File: src/design/ipv4hc_pkg.sv
// Package with the item types, verdict codes and header constants of the IPv4 header check.
`default_nettype none

package ipv4hc_pkg;

  // Verdict codes, given at most once per packet.
  typedef enum logic [3:0] {
    VERDICT_UDP           = 4'd0,
    VERDICT_TCP           = 4'd1,
    VERDICT_ICMP          = 4'd2,
    VERDICT_PROTO_UNREACH = 4'd3,
    VERDICT_BAD_VERSION   = 4'd4,
    VERDICT_BAD_LENGTH    = 4'd5,
    VERDICT_BAD_CHECKSUM  = 4'd6,
    VERDICT_NOT_FOR_US    = 4'd7,
    VERDICT_UDP_SHORT     = 4'd8
  } verdict_e;

  // Byte positions inside the IPv4 header.
  localparam logic [5:0] IDX_VER_IHL   = 6'd0;
  localparam logic [5:0] IDX_TLEN_HI   = 6'd2;
  localparam logic [5:0] IDX_TLEN_LO   = 6'd3;
  localparam logic [5:0] IDX_PROTO     = 6'd9;
  localparam logic [5:0] IDX_CSUM_HI   = 6'd10;
  localparam logic [5:0] IDX_CSUM_LO   = 6'd11;
  localparam logic [5:0] IDX_SRC_FIRST = 6'd12;
  localparam logic [5:0] IDX_SRC_LAST  = 6'd15;
  localparam logic [5:0] IDX_DST_FIRST = 6'd16;
  localparam logic [5:0] IDX_DST_LAST  = 6'd19;

  // Header constants.
  localparam logic [3:0]  IP_VERSION4 = 4'd4;
  localparam logic [5:0]  MIN_HEADER  = 6'd20;
  localparam logic [15:0] UDP_HEADER  = 16'd8;
  localparam logic [7:0]  PROTO_ICMP  = 8'd1;
  localparam logic [7:0]  PROTO_TCP   = 8'd6;
  localparam logic [7:0]  PROTO_UDP   = 8'd17;

  // One packet byte as it arrives.
  typedef struct packed {
    logic [7:0]  data_byte;
    logic        first_of_packet;
    logic [15:0] frame_len;
  } in_item_t;

  // One verdict with the header fields that go with it.
  typedef struct packed {
    verdict_e    verdict;
    logic [5:0]  header_bytes;
    logic [15:0] ip_len;
    logic [7:0]  protocol;
    logic [31:0] source_ip;
  } res_item_t;

  // Result of the parser for one processed byte.
  typedef struct packed {
    logic      emit;
    res_item_t item;
  } parse_out_t;

endpackage

`default_nettype wire

File: src/design/ipv4hc_chan_if.sv
// Valid/ready channel interface carrying one payload per request.
`default_nettype none

interface ipv4hc_chan_if #(
  parameter type payload_t = logic
);
  logic     valid;
  logic     ready;
  payload_t payload;

  modport source (output valid, output payload, input ready);
  modport sink (input valid, input payload, output ready);
endinterface

`default_nettype wire

File: src/design/ipv4hc_parse.sv
// Byte parser of the IPv4 header: field capture, checksum sum and verdict logic.
`default_nettype none

module ipv4hc_parse (
  input  wire logic                  clk_i,
  input  wire logic                  rst_ni,
  input  wire logic                  en_i,
  input  wire ipv4hc_pkg::in_item_t  item_i,
  input  wire logic [31:0]           local_ip_i,
  output ipv4hc_pkg::parse_out_t     out_o
);

  // Parser state.
  logic        active_q, active_d;
  logic [5:0]  idx_q, idx_d;
  logic [15:0] sum_q, sum_d;
  logic [7:0]  hold_q, hold_d;
  logic [5:0]  hlen_q, hlen_d;
  logic [15:0] tlen_q, tlen_d;
  logic [15:0] flen_q, flen_d;
  logic [15:0] csum_q, csum_d;
  logic [7:0]  proto_q, proto_d;
  logic [31:0] src_q, src_d;
  logic [31:0] dst_q, dst_d;

  // Values after a possible restart on the first byte.
  logic        cur_active;
  logic [15:0] cur_sum, cur_tlen, cur_csum;
  logic [7:0]  cur_hold;
  logic [31:0] cur_src, cur_dst;
  logic [7:0]  b;

  // Checksum adder with end-around carry.
  logic [16:0] add_w;
  logic [15:0] fold_w;

  logic        emit;
  ipv4hc_pkg::verdict_e verdict;
  logic [15:0] udp_len;

  assign b = item_i.data_byte;

  always_comb begin
    // A first byte clears the packet state and samples the frame length.
    cur_active = active_q;
    cur_sum    = sum_q;
    cur_hold   = hold_q;
    cur_tlen   = tlen_q;
    cur_csum   = csum_q;
    cur_src    = src_q;
    cur_dst    = dst_q;
    idx_d      = idx_q;
    hlen_d     = hlen_q;
    flen_d     = flen_q;
    proto_d    = proto_q;
    if (item_i.first_of_packet) begin
      cur_active = 1'b1;
      cur_sum    = '0;
      cur_hold   = '0;
      cur_tlen   = '0;
      cur_csum   = '0;
      cur_src    = '0;
      cur_dst    = '0;
      idx_d      = '0;
      hlen_d     = '0;
      flen_d     = item_i.frame_len;
      proto_d    = '0;
    end

    sum_d    = cur_sum;
    hold_d   = cur_hold;
    tlen_d   = cur_tlen;
    csum_d   = cur_csum;
    src_d    = cur_src;
    dst_d    = cur_dst;
    active_d = cur_active;
    emit     = 1'b0;
    verdict  = ipv4hc_pkg::VERDICT_UDP;

    // Ones-complement sum of 16-bit words; the checksum word is skipped.
    add_w  = {1'b0, cur_sum} + {1'b0, cur_hold, b};
    fold_w = add_w[15:0] + {15'd0, add_w[16]};
    udp_len = '0;

    if (cur_active) begin
      if (idx_d[0]) begin
        if (idx_d != ipv4hc_pkg::IDX_CSUM_LO) begin
          sum_d = fold_w;
        end
      end else begin
        hold_d = b;
      end

      // Field capture and the early checks.
      case (idx_d) inside
        ipv4hc_pkg::IDX_VER_IHL: begin
          hlen_d = {b[3:0], 2'b00};
          if (b[7:4] != ipv4hc_pkg::IP_VERSION4) begin
            hlen_d  = '0;
            emit    = 1'b1;
            verdict = ipv4hc_pkg::VERDICT_BAD_VERSION;
          end
        end
        ipv4hc_pkg::IDX_TLEN_HI: tlen_d = {b, 8'h00};
        ipv4hc_pkg::IDX_TLEN_LO: begin
          tlen_d = {cur_tlen[15:8], b};
          if ((hlen_d < ipv4hc_pkg::MIN_HEADER) || (tlen_d < {10'd0, hlen_d}) ||
              (flen_d < tlen_d)) begin
            emit    = 1'b1;
            verdict = ipv4hc_pkg::VERDICT_BAD_LENGTH;
          end
        end
        ipv4hc_pkg::IDX_PROTO:   proto_d = b;
        ipv4hc_pkg::IDX_CSUM_HI: csum_d = {b, 8'h00};
        ipv4hc_pkg::IDX_CSUM_LO: csum_d = {cur_csum[15:8], b};
        [ipv4hc_pkg::IDX_SRC_FIRST:ipv4hc_pkg::IDX_SRC_LAST]: src_d = {cur_src[23:0], b};
        [ipv4hc_pkg::IDX_DST_FIRST:ipv4hc_pkg::IDX_DST_LAST]: dst_d = {cur_dst[23:0], b};
        default: ;
      endcase

      // Last header byte: checksum, address match, then protocol class.
      udp_len = tlen_d - {10'd0, hlen_d};
      if (!emit && (idx_d >= ipv4hc_pkg::IDX_TLEN_LO) && ((idx_d + 6'd1) == hlen_d)) begin
        emit = 1'b1;
        if (~sum_d != csum_d) begin
          verdict = ipv4hc_pkg::VERDICT_BAD_CHECKSUM;
        end else if (dst_d != local_ip_i) begin
          verdict = ipv4hc_pkg::VERDICT_NOT_FOR_US;
        end else begin
          case (proto_d)
            ipv4hc_pkg::PROTO_UDP: verdict = (udp_len < ipv4hc_pkg::UDP_HEADER) ?
                                             ipv4hc_pkg::VERDICT_UDP_SHORT :
                                             ipv4hc_pkg::VERDICT_UDP;
            ipv4hc_pkg::PROTO_TCP:  verdict = ipv4hc_pkg::VERDICT_TCP;
            ipv4hc_pkg::PROTO_ICMP: verdict = ipv4hc_pkg::VERDICT_ICMP;
            default:                verdict = ipv4hc_pkg::VERDICT_PROTO_UNREACH;
          endcase
        end
      end

      // After a verdict the rest of the packet is ignored.
      if (emit) begin
        active_d = 1'b0;
      end else begin
        idx_d = idx_d + 6'd1;
      end
    end
  end

  assign out_o.emit              = emit;
  assign out_o.item.verdict      = verdict;
  assign out_o.item.header_bytes = hlen_d;
  assign out_o.item.ip_len       = tlen_d;
  assign out_o.item.protocol     = proto_d;
  assign out_o.item.source_ip    = src_d;

  // State registers advance once per processed byte.
  always_ff @(posedge clk_i or negedge rst_ni) begin
    if (!rst_ni) begin
      active_q <= 1'b0;
      idx_q    <= '0;
      sum_q    <= '0;
      hold_q   <= '0;
      hlen_q   <= '0;
      tlen_q   <= '0;
      flen_q   <= '0;
      csum_q   <= '0;
      proto_q  <= '0;
      src_q    <= '0;
      dst_q    <= '0;
    end else if (en_i) begin
      active_q <= active_d;
      idx_q    <= idx_d;
      sum_q    <= sum_d;
      hold_q   <= hold_d;
      hlen_q   <= hlen_d;
      tlen_q   <= tlen_d;
      flen_q   <= flen_d;
      csum_q   <= csum_d;
      proto_q  <= proto_d;
      src_q    <= src_d;
      dst_q    <= dst_d;
    end
  end

endmodule

`default_nettype wire

File: src/design/ipv4_receive_header_check_unit.sv
// Top level of the IPv4 receive header check: input stage, parser, result register.
//
//   channel   dir  payload      request moves
//   in_if     in   in_item_t    one packet byte
//   res_if    out  res_item_t   at most one verdict per packet
//   cfg_if    in   32 bits      a new local address (always ready)
//
// One byte per cycle while the result register is free or drains: an accepted byte
// is parsed once it sits in the input register and the result register is free or
// drains, and its verdict, if any, is then registered in the result register, which
// raises the verdict request. While a verdict waits in the result register the parser
// stalls and the input register takes at most one more byte. Reset clears all
// control state and the local address to zero; the parser idles until a first byte.
`default_nettype none

module ipv4_receive_header_check_unit (
  input  wire logic clk_i,
  input  wire logic rst_ni,
  ipv4hc_chan_if.sink   in_if,
  ipv4hc_chan_if.source res_if,
  ipv4hc_chan_if.sink   cfg_if
);

  logic [31:0] local_ip_q;

  ipv4hc_pkg::in_item_t   s1_q;
  logic                   s1_valid_q, s1_valid_d;
  ipv4hc_pkg::res_item_t  res_q;
  logic                   res_valid_q, res_valid_d;
  ipv4hc_pkg::parse_out_t parse_out;
  logic                   out_free;
  logic                   proc_en;

  // Configuration register.
  assign cfg_if.ready = 1'b1;

  always_ff @(posedge clk_i or negedge rst_ni) begin
    if (!rst_ni) begin
      local_ip_q <= '0;
    end else if (cfg_if.valid) begin
      local_ip_q <= cfg_if.payload;
    end
  end

  // Handshake control: the byte in the input register is parsed when the
  // result register is free or drains in this cycle.
  assign out_free    = !res_valid_q || res_if.ready;
  assign proc_en     = s1_valid_q && out_free;
  assign in_if.ready = !s1_valid_q || out_free;

  always_comb begin
    s1_valid_d = s1_valid_q;
    if (in_if.ready) begin
      s1_valid_d = in_if.valid;
    end
    res_valid_d = res_valid_q;
    if (out_free) begin
      res_valid_d = proc_en && parse_out.emit;
    end
  end

  always_ff @(posedge clk_i or negedge rst_ni) begin
    if (!rst_ni) begin
      s1_valid_q  <= 1'b0;
      res_valid_q <= 1'b0;
    end else begin
      s1_valid_q  <= s1_valid_d;
      res_valid_q <= res_valid_d;
    end
  end

  // Input and result payload registers.
  always_ff @(posedge clk_i) begin
    if (in_if.valid && in_if.ready) begin
      s1_q <= in_if.payload;
    end
    if (proc_en && parse_out.emit) begin
      res_q <= parse_out.item;
    end
  end

  // Header parser.
  ipv4hc_parse u_parse (
    .clk_i      (clk_i),
    .rst_ni     (rst_ni),
    .en_i       (proc_en),
    .item_i     (s1_q),
    .local_ip_i (local_ip_q),
    .out_o      (parse_out)
  );

  assign res_if.valid   = res_valid_q;
  assign res_if.payload = res_q;

  // A new verdict request only follows a parsed byte that produced one.
  a_res_from_parse: assert property (@(posedge clk_i) disable iff (!rst_ni)
    $rose(res_valid_q) |-> $past(proc_en) && $past(parse_out.emit))
    else $error("verdict request without a parsed verdict");

  // A byte waiting in the input register is not lost while the output stalls.
  a_s1_hold: assert property (@(posedge clk_i) disable iff (!rst_ni)
    (s1_valid_q && !out_free) |=> s1_valid_q && $stable(s1_q))
    else $error("stalled input byte dropped or changed");

  // A configuration write lands in the local address register.
  a_cfg_write: assert property (@(posedge clk_i) disable iff (!rst_ni)
    cfg_if.valid |=> local_ip_q == $past(cfg_if.payload))
    else $error("local address not updated by configuration write");

endmodule

`default_nettype wire

File: src/flat_wrapper.sv
// flat-port wrapper written by rule: the top's interface ports become plain ports
module ipv4_receive_header_check_unit_flat 
  (clk_i, rst_ni, in_if_valid, in_if_payload, in_if_ready, res_if_valid, res_if_payload, res_if_ready, cfg_if_valid, cfg_if_payload, cfg_if_ready);
  ipv4hc_chan_if #(.payload_t(ipv4hc_pkg::in_item_t)) in_if_i ();
  ipv4hc_chan_if #(.payload_t(ipv4hc_pkg::res_item_t)) res_if_i ();
  ipv4hc_chan_if #(.payload_t(logic [31:0])) cfg_if_i ();
  input  wire logic clk_i;
  input  wire logic rst_ni;
  input wire logic [$bits(in_if_i.valid)-1:0] in_if_valid;
  input wire logic [$bits(in_if_i.payload)-1:0] in_if_payload;
  output wire logic [$bits(in_if_i.ready)-1:0] in_if_ready;
  output wire logic [$bits(res_if_i.valid)-1:0] res_if_valid;
  output wire logic [$bits(res_if_i.payload)-1:0] res_if_payload;
  input wire logic [$bits(res_if_i.ready)-1:0] res_if_ready;
  input wire logic [$bits(cfg_if_i.valid)-1:0] cfg_if_valid;
  input wire logic [$bits(cfg_if_i.payload)-1:0] cfg_if_payload;
  output wire logic [$bits(cfg_if_i.ready)-1:0] cfg_if_ready;
  assign in_if_i.valid = in_if_valid;
  assign in_if_i.payload = in_if_payload;
  assign in_if_ready = in_if_i.ready;
  assign res_if_valid = res_if_i.valid;
  assign res_if_payload = res_if_i.payload;
  assign res_if_i.ready = res_if_ready;
  assign cfg_if_i.valid = cfg_if_valid;
  assign cfg_if_i.payload = cfg_if_payload;
  assign cfg_if_ready = cfg_if_i.ready;
  ipv4_receive_header_check_unit u_core (.clk_i(clk_i), .rst_ni(rst_ni), .in_if(in_if_i), .res_if(res_if_i), .cfg_if(cfg_if_i));
endmodule
File: config.mk
export PLATFORM = sky130hd
export DESIGN_NAME = ipv4_receive_header_check_unit_flat
export DESIGN_NICKNAME = d
export VERILOG_FILES = /design/src/design/ipv4hc_pkg.sv /design/src/design/ipv4hc_chan_if.sv /design/src/design/ipv4hc_parse.sv /design/src/design/ipv4_receive_header_check_unit.sv /design/src/flat_wrapper.sv
export SDC_FILE = /design/constraint.sdc
export NUM_CORES = 1
export LEC_CHECK = 0
export ABC_CLOCK_PERIOD_IN_PS = 8000
export BUFFER_PORTS_ARGS = -buffer_cell sky130_fd_sc_hd__buf_2
export CAP_MARGIN = 20
export CELL_PAD_IN_SITES_DETAIL_PLACEMENT = 0
export CELL_PAD_IN_SITES_GLOBAL_PLACEMENT = 1
export CORE_ASPECT_RATIO = 1.4
export CORE_MARGIN = 2
export CORE_UTILIZATION = 44
export CTS_BUF_LIST = sky130_fd_sc_hd__clkbuf_4 sky130_fd_sc_hd__clkbuf_8
export DETAILED_ROUTE_END_ITERATION = 10
export PLACE_DENSITY_LB_ADDON = 0.1
export SLEW_MARGIN = 25
export SYNTH_ARGS = -nofsm -noshare
export SYNTH_HDL_FRONTEND = slang
export SYNTH_SLANG_ARGS = --single-unit
File: constraint.sdc
create_clock -name clk_i -period 8 [get_ports clk_i]
set_clock_uncertainty 0.05 [all_clocks]
set_input_delay 1.6 -clock clk_i [delete_from_list [all_inputs] [get_ports clk_i]]
set_output_delay 1.6 -clock clk_i [all_outputs]
set_load 0.02 [all_outputs]
==> results.ini <==
[run_status]
status = complete, but fails checks
violations = design-rule violations

[logic_synthesis]
synth_enable_flop_cells = 91
synth_area_mm2 = 0.01641
netlist.area_leader.share = 0.2913
synth_area_per_cell_um2 = 9.670
synth_top_area_cell = dfrtp_1
synthTopCellsByArea = dfrtp_1, edfxtp_1, nand2_1
synthCells = 1697
seq_area_frac_synth = 0.4578
synth-seq-cells = 282
synth_fp_nets = 1807
yosysWarnings = 0
synth_cell_types = 84
ys_async_sr_fraction = 0.6773
ys.flop_type = dfrtp_1

[floorplanning]
rows = 83
start_util = 0.4464
die_h_um = 232.5
ios = 131
die_w_um = 167.2
core_mm2 = 0.03676
die_area_mm2 = 0.03888

[placement]
place_hpwl_um = 35490
place_congestion = 0.8374
place.port_buffers = 129
dp_cells = 2214

[critical_path]
arrival_ps = 6490
crit_required_ps = 8300
critPathLaunch = u_core.s1_q[16]
r2r_start = u_core.s1_q[16]
path_max_fanout = 21
critPathKind = flop to flop
max_stage_delay_ps = 850
cp_cell_sequence = nor2_1, ha_1, fa_1, a21o_1, a221oi_2, o311a_1, o21ai_0, a21o_1, a21o_1, ha_1, ha_1, inv_1, nor2_1, nand3_1, xnor2_1, a22oi_1, xnor2_1, a2111oi_0, o211ai_1, o41a_1
cp_num_buf_inv = 1
worstSetupStartpointType = flop
end_kind = flop
crit_family = compound AO/OA/AOI/OAI gates
crit_slowest_cell = edfxtp_1

[route]
dr_total_vias = 13620
wl_per_cell_um = 22.18
drc_errors = 4
viasPerCell = 5.906
postRouteAntennaNets = 0
routed_wl_um = 51150
drtPass1Iterations = 8
drtIter0Drc = 836

[run]
max_cap_viol_count = 0

[worst_hold_path]
worstHoldStart = u_core.u_parse.sum_q[2]
hold_class = flop to flop

[global_route]
grt_antenna_before_repair = 1
grt_overflow_total = 0
grt_pass1_wl_um = 79470
grt_usage = 0.2632
grt_pass1_vias = 13556
grt_start_max_net_pins = 73

[clock_network]
cts_resized = 0
postCtsSetupBuffers = 0
postCtsHoldBufs = 0
clk-insertion-delay-late_ps = 620
htree_num_levels = 2
clock-root-buffer = clkbuf_8
clockBufferDepth = 3
cts_made_buffers = 49
cts_tree = yes
clkTransAtPathRegs_ps = 70
cts.sinks = 282

[finish]
stdcell_count = 2306
final_layout_size_suffix_gt1_frac = 0.1921
fin_nets = 1908
area_delta_synth_final_pct = 13.43

[sta]
relSlewSlack = 0.3215
fmax_mhz = 161.7
min_period_over_period = 0.7730
whs_ps = 416.8
fin_crit_ps = 6184
grt_setup_unrepaired = false
hold_viol_final = 0
setup_viol = 0
maxSlewViolCount = 0
fin_setup_tns_ps = 0
worst_pin_slew_ps = 1015

[pwr]
p_per_area_mw_per_mm2 = 290.9
p_leak_nw = 7.681
vdd_drop_max_uv = 191.6
power_mw = 5.415

registers in the layout, summed over array words and instances (netlist names), 8 cells and up:
signal / cells
u_core.u_parse.flen_q: 16
u_core.u_parse.tlen_q: 16
u_core.u_parse.sum_q: 16
u_core.res_if.payload: 66
u_core.s1_q: 25
u_core.u_parse.csum_q: 16
u_core.u_parse.src_q: 32
u_core.u_parse.proto_q: 8
u_core.u_parse.dst_q: 32
u_core.local_ip_q: 32
u_core.u_parse.hold_q: 8
Yosys cell counts (all sizes together), types with 16 or more instances:
cell and count:
nand2 267, dfrtp 191, o21ai 143, a21oi 98
edfxtp 91, clkbuf 85, nor2 83, mux2 81
a22oi 62, ha 47, a22o 46, xnor2 38
inv 37, nor2b 29, mux2i 28, xor2 27
buf 26, a31oi 24, nand3 24, nand4 23
a21o 20, and3 16
tightest hold or removal path: stages (launching register included):
cell	delay (ps)
dfrtp_1	330
nand2_1	50
nand2_1	60
report_power, final:
| group | switching (mW) | leakage [nW] | internal (mW) |
|---|---|---|---|
| clock | 0.635 | 0.608 | 0.921 |
| combinational | 1.17 | 3.71 | 0.659 |
| sequential | 0.222 | 3.36 | 1.81 |
| total | 2.03 | 7.68 | 3.39 |
cells in the final DEF, fill, tap and decap left out, types with 7 or more instances in the layout:
| cell | n |
|---|---|
| mux2_2 | 81 |
| nand2_1 | 266 |
| nand4_1 | 23 |
| a21boi_0 | 14 |
| o211ai_1 | 11 |
| ha_1 | 47 |
| mux2i_1 | 28 |
| nand3b_1 | 7 |
| clkbuf_4 | 18 |
| edfxtp_1 | 91 |
| nand3_1 | 24 |
| a211oi_1 | 9 |
| o21ai_0 | 141 |
| a22oi_1 | 62 |
| dfrtp_1 | 191 |
| o32ai_1 | 11 |
| xnor2_1 | 38 |
| o31ai_1 | 8 |
| buf_2 | 128 |
| xor2_1 | 27 |
| a21o_1 | 20 |
| buf_4 | 31 |
| a22o_1 | 46 |
| nand2b_1 | 13 |
| clkbuf_8 | 57 |
| a31oi_1 | 24 |
| a21oi_1 | 98 |
| nor4_1 | 10 |
| inv_1 | 37 |
| and3_1 | 16 |
| nor2_1 | 79 |
| nor2b_1 | 29 |
| nor3_1 | 10 |
per-layer routing:
layer  part of all wire  global-route usage  wire, um
met4              0.042              0.1114      2127
met1               0.40              0.3163     20570
met3              0.038             0.03215      1944
met2               0.52              0.4759     26510
met5                  0                   0         0
final timing paths:
| kind | endpoint | slack (ps) | cells after the start |
|---|---|---|---|
| hold / removal | u_core.u_parse.sum_q[2] | 420 | 2 |
| min in group asynchronous | u_core.u_parse.flen_q[12] | 940 | 1 |
| hold reg to reg | u_core.u_parse.sum_q[2] | 420 | 2 |
| setup / recovery | u_core.res_if.payload[63] | 1820 | 20 |
| max in group asynchronous | u_core.local_ip_q[3] | 5680 | 2 |
| setup reg to reg | u_core.res_if.payload[63] | 1820 | 20 |
area by class of cell:
| class | count | area (um^2) |
|---|---|---|
| tap | 467 | 584.3 |
| clock buffer | 74 | 905.9 |
| timing repair buffer | 161 | 898.4 |
| multi-input combinational | 1267 | 8327 |
| inverter | 37 | 138.9 |
| fill | 3517 | 18150 |
| sequential | 282 | 7512 |
| clock inverter | 17 | 245.2 |
| antenna | 1 | 2.502 |
kinds of logic (layout without fill, tap and decap cells):
logic type,after synthesis,count (layout),synth area share
compound gates,507,507,0.2037
xor+xnor,66,66,0.03607
fa+ha+maj,48,48,0.03706
buf+inv,148,289,0.03645
flops,282,282,0.4578
mux,109,109,0.07266
other cells,1,2,0.0002285
simple gates,536,536,0.1560
per-stage QoR:
step / worst slack (ps) / cell area, um^2 / utilization
finish: 1816 / 18610 / 0.5063
global route: 1421 / 18610 / 0.5063
CTS: 1799 / 18600 / 0.5059
detailed placement: 1792 / 17450 / 0.4746
global placement: 1855 / 17450 / 0.4746
floorplan: 62.01 / 16410 / -
(Power assumes the default switching activity.)
